**src/design/mfkr_pkg.sv**
```systemverilog
// ----------------------------------------------------------------------------
// mfkr_pkg: shared types and constants of the keyed multi-queue FIFO
// Holds sizing constants, operation codes, controller states and the
// control structs that travel from the controller into the cell rows.
// ----------------------------------------------------------------------------
`default_nettype none

package mfkr_pkg;

  // Sizing
  localparam int NUM_DEST = 4;
  localparam int CAPACITY = 16;

  // Field widths
  localparam int KEY_W   = 60;
  localparam int DEST_W  = 2;
  localparam int COUNT_W = 5;

  // Internal widths
  localparam int CNT_W  = $clog2(CAPACITY + 1);
  localparam int POS_W  = $clog2(CAPACITY);
  localparam int DIDX_W = (NUM_DEST > 1) ? $clog2(NUM_DEST) : 1;

  // Operation codes
  localparam logic OP_APPEND = 1'b0;
  localparam logic OP_REMOVE = 1'b1;

  // Controller states
  typedef enum logic [1:0] {
    ST_IDLE,
    ST_SCAN,
    ST_DONE
  } state_e;

  // Control of one row (one destination queue)
  typedef struct packed {
    logic             wr_en;
    logic             start;
    logic             scan;
    logic             found;
    logic [POS_W-1:0] wr_pos;
    logic [KEY_W-1:0] key;
  } row_ctrl_t;

  // Control of one cell
  typedef struct packed {
    logic             wr;
    logic             scan;
    logic             found;
    logic [KEY_W-1:0] key;
  } cell_ctrl_t;

endpackage

`default_nettype wire

```
**src/design/mfkr_cell.sv**
```systemverilog
// ----------------------------------------------------------------------------
// mfkr_cell: one queue slot
// Holds one key and the scan token. Compares its key while it holds the
// token and, once the match is found, takes its right neighbor's key to
// close the gap.
// ----------------------------------------------------------------------------
`default_nettype none

module mfkr_cell (
  input  wire                              clk_i,
  input  wire                              rst_ni,
  input  wire mfkr_pkg::cell_ctrl_t        ctrl_i,
  input  wire                              tok_i,
  input  wire  [mfkr_pkg::KEY_W-1:0]       right_key_i,
  output logic                             tok_o,
  output logic [mfkr_pkg::KEY_W-1:0]       key_o,
  output logic                             hit_o
);

  logic                        tok_q;
  logic [mfkr_pkg::KEY_W-1:0]  key_q;
  logic [mfkr_pkg::KEY_W-1:0]  key_d;
  logic                        shift;

  // Compare at the token position only
  assign hit_o = ctrl_i.scan & tok_q & (key_q == ctrl_i.key);

  // Close up once the match is at or before this slot
  assign shift = ctrl_i.scan & tok_q & (ctrl_i.found | hit_o);

  always_comb begin
    key_d = key_q;
    if (ctrl_i.wr) begin
      key_d = ctrl_i.key;
    end else if (shift) begin
      key_d = right_key_i;
    end
  end

  // Advance the token every cycle
  always_ff @(posedge clk_i or negedge rst_ni) begin
    if (!rst_ni) begin
      tok_q <= 1'b0;
    end else begin
      tok_q <= tok_i;
    end
  end

  // Hold the key payload
  always_ff @(posedge clk_i) begin
    key_q <= key_d;
  end

  assign tok_o = tok_q;
  assign key_o = key_q;

endmodule

`default_nettype wire

```
**src/design/mfkr_row.sv**
```systemverilog
// ----------------------------------------------------------------------------
// mfkr_row: chain of cells forming one destination queue
// Head at cell 0. Decodes the tail write, launches the scan token into
// the head cell and links each cell to its right neighbor.
// ----------------------------------------------------------------------------
`default_nettype none

module mfkr_row (
  input  wire                       clk_i,
  input  wire                       rst_ni,
  input  wire mfkr_pkg::row_ctrl_t  ctrl_i,
  output logic                      hit_o
);

  localparam int Cap = mfkr_pkg::CAPACITY;

  logic [Cap-1:0]                   tok;
  logic [Cap-1:0]                   hit;
  logic [Cap-1:0]                   tok_in;
  logic [mfkr_pkg::KEY_W-1:0]       keys      [Cap];
  logic [mfkr_pkg::KEY_W-1:0]       right_key [Cap];
  mfkr_pkg::cell_ctrl_t             cell_ctrl [Cap];

  for (genvar i = 0; i < Cap; i++) begin : g_cell
    // Decode the tail slot for an append
    always_comb begin
      cell_ctrl[i].wr    = ctrl_i.wr_en & (ctrl_i.wr_pos == mfkr_pkg::POS_W'(i));
      cell_ctrl[i].scan  = ctrl_i.scan;
      cell_ctrl[i].found = ctrl_i.found;
      cell_ctrl[i].key   = ctrl_i.key;
    end

    // Link the token and keys to the neighbors
    if (i == 0) begin : g_head
      assign tok_in[i] = ctrl_i.start;
    end else begin : g_body
      assign tok_in[i] = tok[i-1] & ctrl_i.scan;
    end

    if (i == Cap - 1) begin : g_tail
      assign right_key[i] = keys[i];
    end else begin : g_link
      assign right_key[i] = keys[i+1];
    end

    mfkr_cell u_cell (
      .clk_i       (clk_i),
      .rst_ni      (rst_ni),
      .ctrl_i      (cell_ctrl[i]),
      .tok_i       (tok_in[i]),
      .right_key_i (right_key[i]),
      .tok_o       (tok[i]),
      .key_o       (keys[i]),
      .hit_o       (hit[i])
    );
  end

  // Only the token cell can report a hit
  assign hit_o = |hit;

endmodule

`default_nettype wire

```
**config.mk**
```make
export PLATFORM = sky130hd
export DESIGN_NAME = mfkr_row
export DESIGN_NICKNAME = d
export VERILOG_FILES = /design/src/design/mfkr_pkg.sv /design/src/design/mfkr_cell.sv /design/src/design/mfkr_row.sv
export SDC_FILE = /design/constraint.sdc
export NUM_CORES = 2
export LEC_CHECK = 0
export BUFFER_PORTS_ARGS = -buffer_cell sky130_fd_sc_hd__buf_2
export CAP_MARGIN = 20
export CORE_MARGIN = 2
export CORE_UTILIZATION = 38
export CTS_CLUSTER_DIAMETER = 100
export CTS_CLUSTER_SIZE = 10
export DETAILED_ROUTE_END_ITERATION = 16
export PLACE_DENSITY_LB_ADDON = 0.2
export RECOVER_POWER = 25
export SLEW_MARGIN = 30
export SYNTH_ARGS = -nofsm -noshare
export SYNTH_HDL_FRONTEND = slang
export SYNTH_SLANG_ARGS = --single-unit
export TNS_END_PERCENT = 5
```
**constraint.sdc**
```tcl
create_clock -name clk_i -period 4.38 [get_ports clk_i]
set_clock_uncertainty 0.1 [all_clocks]
set_input_delay 0.876 -clock clk_i [delete_from_list [all_inputs] [get_ports clk_i]]
set_output_delay 0.876 -clock clk_i [all_outputs]
set_load 0.02 [all_outputs]
```
==> metrics <==
PwrDens=342 nW/um^2; unrepaired setup endpoints after global routing=yes; worst hold path startpoint=ctrl_i[66]; area of the multi-input gates=20,700 sq um; Leak=0.0217 uW; worst skew pair latency=0.75 ns; Final min period=4.65 ns; Chip Width=371 um; Crit Reg-Reg Startpoint=g_cell[11].u_cell.key_o[7]; GP Congestion=1.00; Peak supply drop=0.314 mV; Initial DRT Pass Iterations=8; drt wl/cell=39.6 um; Overflow after GRT=0; min-delay worst type=in -> reg; CP Max Fanout=13; GRT Resource Usage Total=35.7%; CTS tree=done; sink of the worst hold path=g_cell[0].u_cell.tok_o; CP max stage cell=nor3_2; Max clock buf depth=3; number of I/O pins=71; first-pass GRT wire length=330,000 um; fin nets=4,531; vias per cell=6.12; DRT antenna net count=0; Syn Inst Count=4,027; ys async rst share=1.64%; fin. max-slew vios=328; fmax=0.215 GHz; Reg2Reg Depth=8; initial antenna violation count=24; Area Overhead vs Synth=21.7%; slew margin rel.=-111%; largest delay contributor family on the critical path=simple AND/OR/NAND/NOR gates; EDFF count, synth=960; Worst EP required=3.40 ns; Worst Path Arrival=3.67 ns; initial core utilization=38.3%; Clock Tree Root=clkbuf_16; die area=138,000 sq um; Ys Warns=0; R2R Path End=g_cell[11].u_cell.key_o[55]; largest net degree at the start of global routing=65; WP buf/inv=6; Reg clk slew, reported paths=0.06 ns; Yosys cell types=51; R2R Setup Slk=0.99 ns; crit-path max cell delay=0.33 ns; final setup violation count=2; total negative slack=-0.305 ns; Mean Syn Cell Area=12.7 sq um; Tcrit/Tclk final=106%; nature of the critical path endpoint=primary output; clk sinks=976; Primary FF master, synth=edfxtp_1; cts hold-fix bufs=0; DR vias=38,500; filler cell count=12,100; Setup CP Type=in -> out; worst slew pin tran=3.16 ns; final WL=249,000 um; synthesized net count=4,097; Post-DP HPWL=191,000 um; crit-path cells=buf_2 > buf_12 > buf_4 > xnor2_1 > nand4_1 > nor4_4 > nand4_1 > nor3_2 > buf_4 > nor4_4 > nand4_1 > buf_4 > buf_6; Final Hold Viols=0; Pwr Total=21,300 uW; vias in the first global route=36,700; core area=134,000 sq um; Max-cap violations=10; Seq/Total Area, Yosys=57.0%; residual DRC count=0; outcome=complete, but fails checks; Yosys reg bits=976; failing checks=max-capacitance violations, max-slew violations, negative setup slack; PnR worst setup slack=-0.271 ns; CTS buffer count=107; Rows=134; die height=371 um; H-tree Lvls=3; startpoint types=input pin; sequential cell area=29,200 sq um; layout cell share with drive strength beyond 1=31.1%; Worst Hold Path Cells=1; synthesized cell area=51,200 sq um; I/O Buffers=70; First DRT Iteration DRCs=5,828
## cell families after synthesis
family                 synth area share [%]
AO/OA/AOI/OAI                          6.58
flip-flops                             57.0
AND/OR/NAND/NOR                        7.03
buffers and inverters                  3.88
multiplexers                           12.6
XOR/XNOR                               12.9
## cells in the final DEF, fill, tap and decap left out, types with 7 or more instances in the layout
| cell | n |
|---|---|
| edfxtp_1 | 960 |
| mux2_2 | 567 |
| xnor2_1 | 402 |
| buf_4 | 392 |
| o21ai_0 | 342 |
| nand2_1 | 340 |
| xor2_1 | 326 |
| buf_12 | 164 |
| nand4_1 | 136 |
| nor4_1 | 113 |
| clkbuf_16 | 108 |
| inv_1 | 92 |
| clkbuf_1 | 78 |
| o22ai_1 | 71 |
| buf_2 | 56 |
| a22o_1 | 31 |
| o2bb2ai_1 | 30 |
| nand2b_1 | 26 |
| a221oi_1 | 22 |
| nor4_2 | 18 |
| dfrtp_1 | 16 |
| xnor2_2 | 15 |
| nand3_1 | 12 |
| nor2_1 | 12 |
| nor2b_1 | 12 |
| o2111ai_1 | 11 |
| buf_6 | 11 |
| diode_2 | 10 |
| nor3_1 | 9 |
| nor4_4 | 8 |
| mux2_1 | 7 |
| a221o_1 | 7 |
| o21ai_4 | 7 |
## cells in the mapped netlist (2+ instances only)
| cell | n | area share [%] |
|---|---|---|
| dfrtp_1 | 16 | 0.78 |
| a21oi_1 | 3 | 0.029 |
| clkbuf_2 | 2 | 0.020 |
| a221o_1 | 7 | 0.14 |
| clkinv_1 | 6 | 0.044 |
| and3_1 | 3 | 0.037 |
| a222oi_1 | 2 | 0.039 |
| o211ai_1 | 3 | 0.044 |
| nand4_1 | 136 | 1.7 |
| inv_2 | 6 | 0.044 |
| buf_4 | 19 | 0.28 |
| or3_1 | 2 | 0.024 |
| edfxtp_1 | 960 | 56 |
| a2111oi_2 | 3 | 0.088 |
| nor3_1 | 11 | 0.11 |
| o22ai_1 | 71 | 0.87 |
| nor4b_1 | 3 | 0.051 |
| inv_1 | 95 | 0.70 |
| nor2b_1 | 12 | 0.15 |
| o221ai_1 | 4 | 0.068 |
| a22oi_1 | 4 | 0.059 |
| o21ai_0 | 348 | 3.4 |
| o2bb2ai_1 | 30 | 0.51 |
| nor2_1 | 19 | 0.14 |
| mux2_2 | 573 | 13 |
| a221oi_1 | 22 | 0.38 |
| xor2_1 | 329 | 5.6 |
| buf_2 | 143 | 1.4 |
| a2111oi_0 | 6 | 0.10 |
| nand3_1 | 12 | 0.12 |
| buf_1 | 7 | 0.051 |
| a22o_1 | 31 | 0.53 |
| nand3b_1 | 2 | 0.029 |
| nand2_1 | 346 | 2.5 |
| xnor2_1 | 423 | 7.2 |
| a2111o_1 | 2 | 0.044 |
| and2_1 | 7 | 0.085 |
| o2111ai_1 | 11 | 0.19 |
| o21ai_1 | 4 | 0.039 |
| clkbuf_1 | 164 | 1.2 |
| buf_6 | 7 | 0.15 |
| nand2b_1 | 27 | 0.33 |
| nor4_1 | 138 | 1.7 |
## area by class of cell
class,count,area share (%)
Clock inverter,5,0.112
Tap cell,1768,3.55
Timing Repair Buffer,667,11.0
Multi-Input combinational cell,2602,33.2
Clock buffer,153,4.60
Sequential cell,976,46.9
Inverter,107,0.666
Antenna cell,10,0.0401
## how the worst max path moves through the flow
stage	start	end	slack (ns)	depth (start not counted)
floorplan	ctrl_i[44]	g_cell[7].u_cell.key_o[0]	-0.32	9
global placement	ctrl_i[31]	hit_o	-0.72	14
detailed placement	ctrl_i[31]	hit_o	-0.70	14
CTS	g_cell[13].u_cell.key_o[10]	hit_o	-0.11	11
global route	ctrl_i[17]	hit_o	-0.24	12
finish	ctrl_i[8]	hit_o	-0.27	13
## sequential cells by signal, indices dropped and copies added (netlist names)
name	count
g_cell.u_cell.key_o	960
g_cell.u_cell.tok_o	16
## metal layers
| metal | vias to the layer above | wire, um | GRT usage (%) |
|---|---|---|---|
| li1 | 15600 | - | - |
| met1 | 19800 | 99100 | 48.3 |
| met2 | 2486 | 111000 | 55.2 |
| met3 | 576 | 22800 | 5.90 |
| met4 | 6 | 16200 | 18.4 |
| met5 | - | 42 | 0 |
## stage by stage
step | hold WS (ns) | cell area (sq um) | std cells | utilization (%) | setup WS [ns]
floorplan | 0.338 | 51200 | 4027 | - | -0.321
global placement | 0.392 | 58900 | 6103 | 44.1 | -0.719
detailed placement | 0.386 | 58900 | 6103 | 44.1 | -0.697
CTS | 0.0441 | 62400 | 6276 | 46.7 | -0.110
global route | 0.141 | 62400 | 6279 | 46.7 | -0.242
finish | 0.151 | 62400 | 6288 | 46.7 | -0.271
## power breakdown
part,switching [uW],leakage (uW),internal (uW),total (uW)
combinational,1590,0.0114,919,2510
sequential,111,0.00892,10300,10400
clock,3910,0.00142,4480,8390
## timing repair
| action | in CTS | in global routing |
|---|---|---|
| hold endpoints to repair | 0 | 0 |
| setup endpoints to repair | 1 | 1 |
| gates cloned | 0 | 0 |
| buffers inserted | 15 | 3 |
| pin swaps | 19 | 8 |
| gates resized for setup | 79 | 28 |
Power figures use the tool's default switching activity.
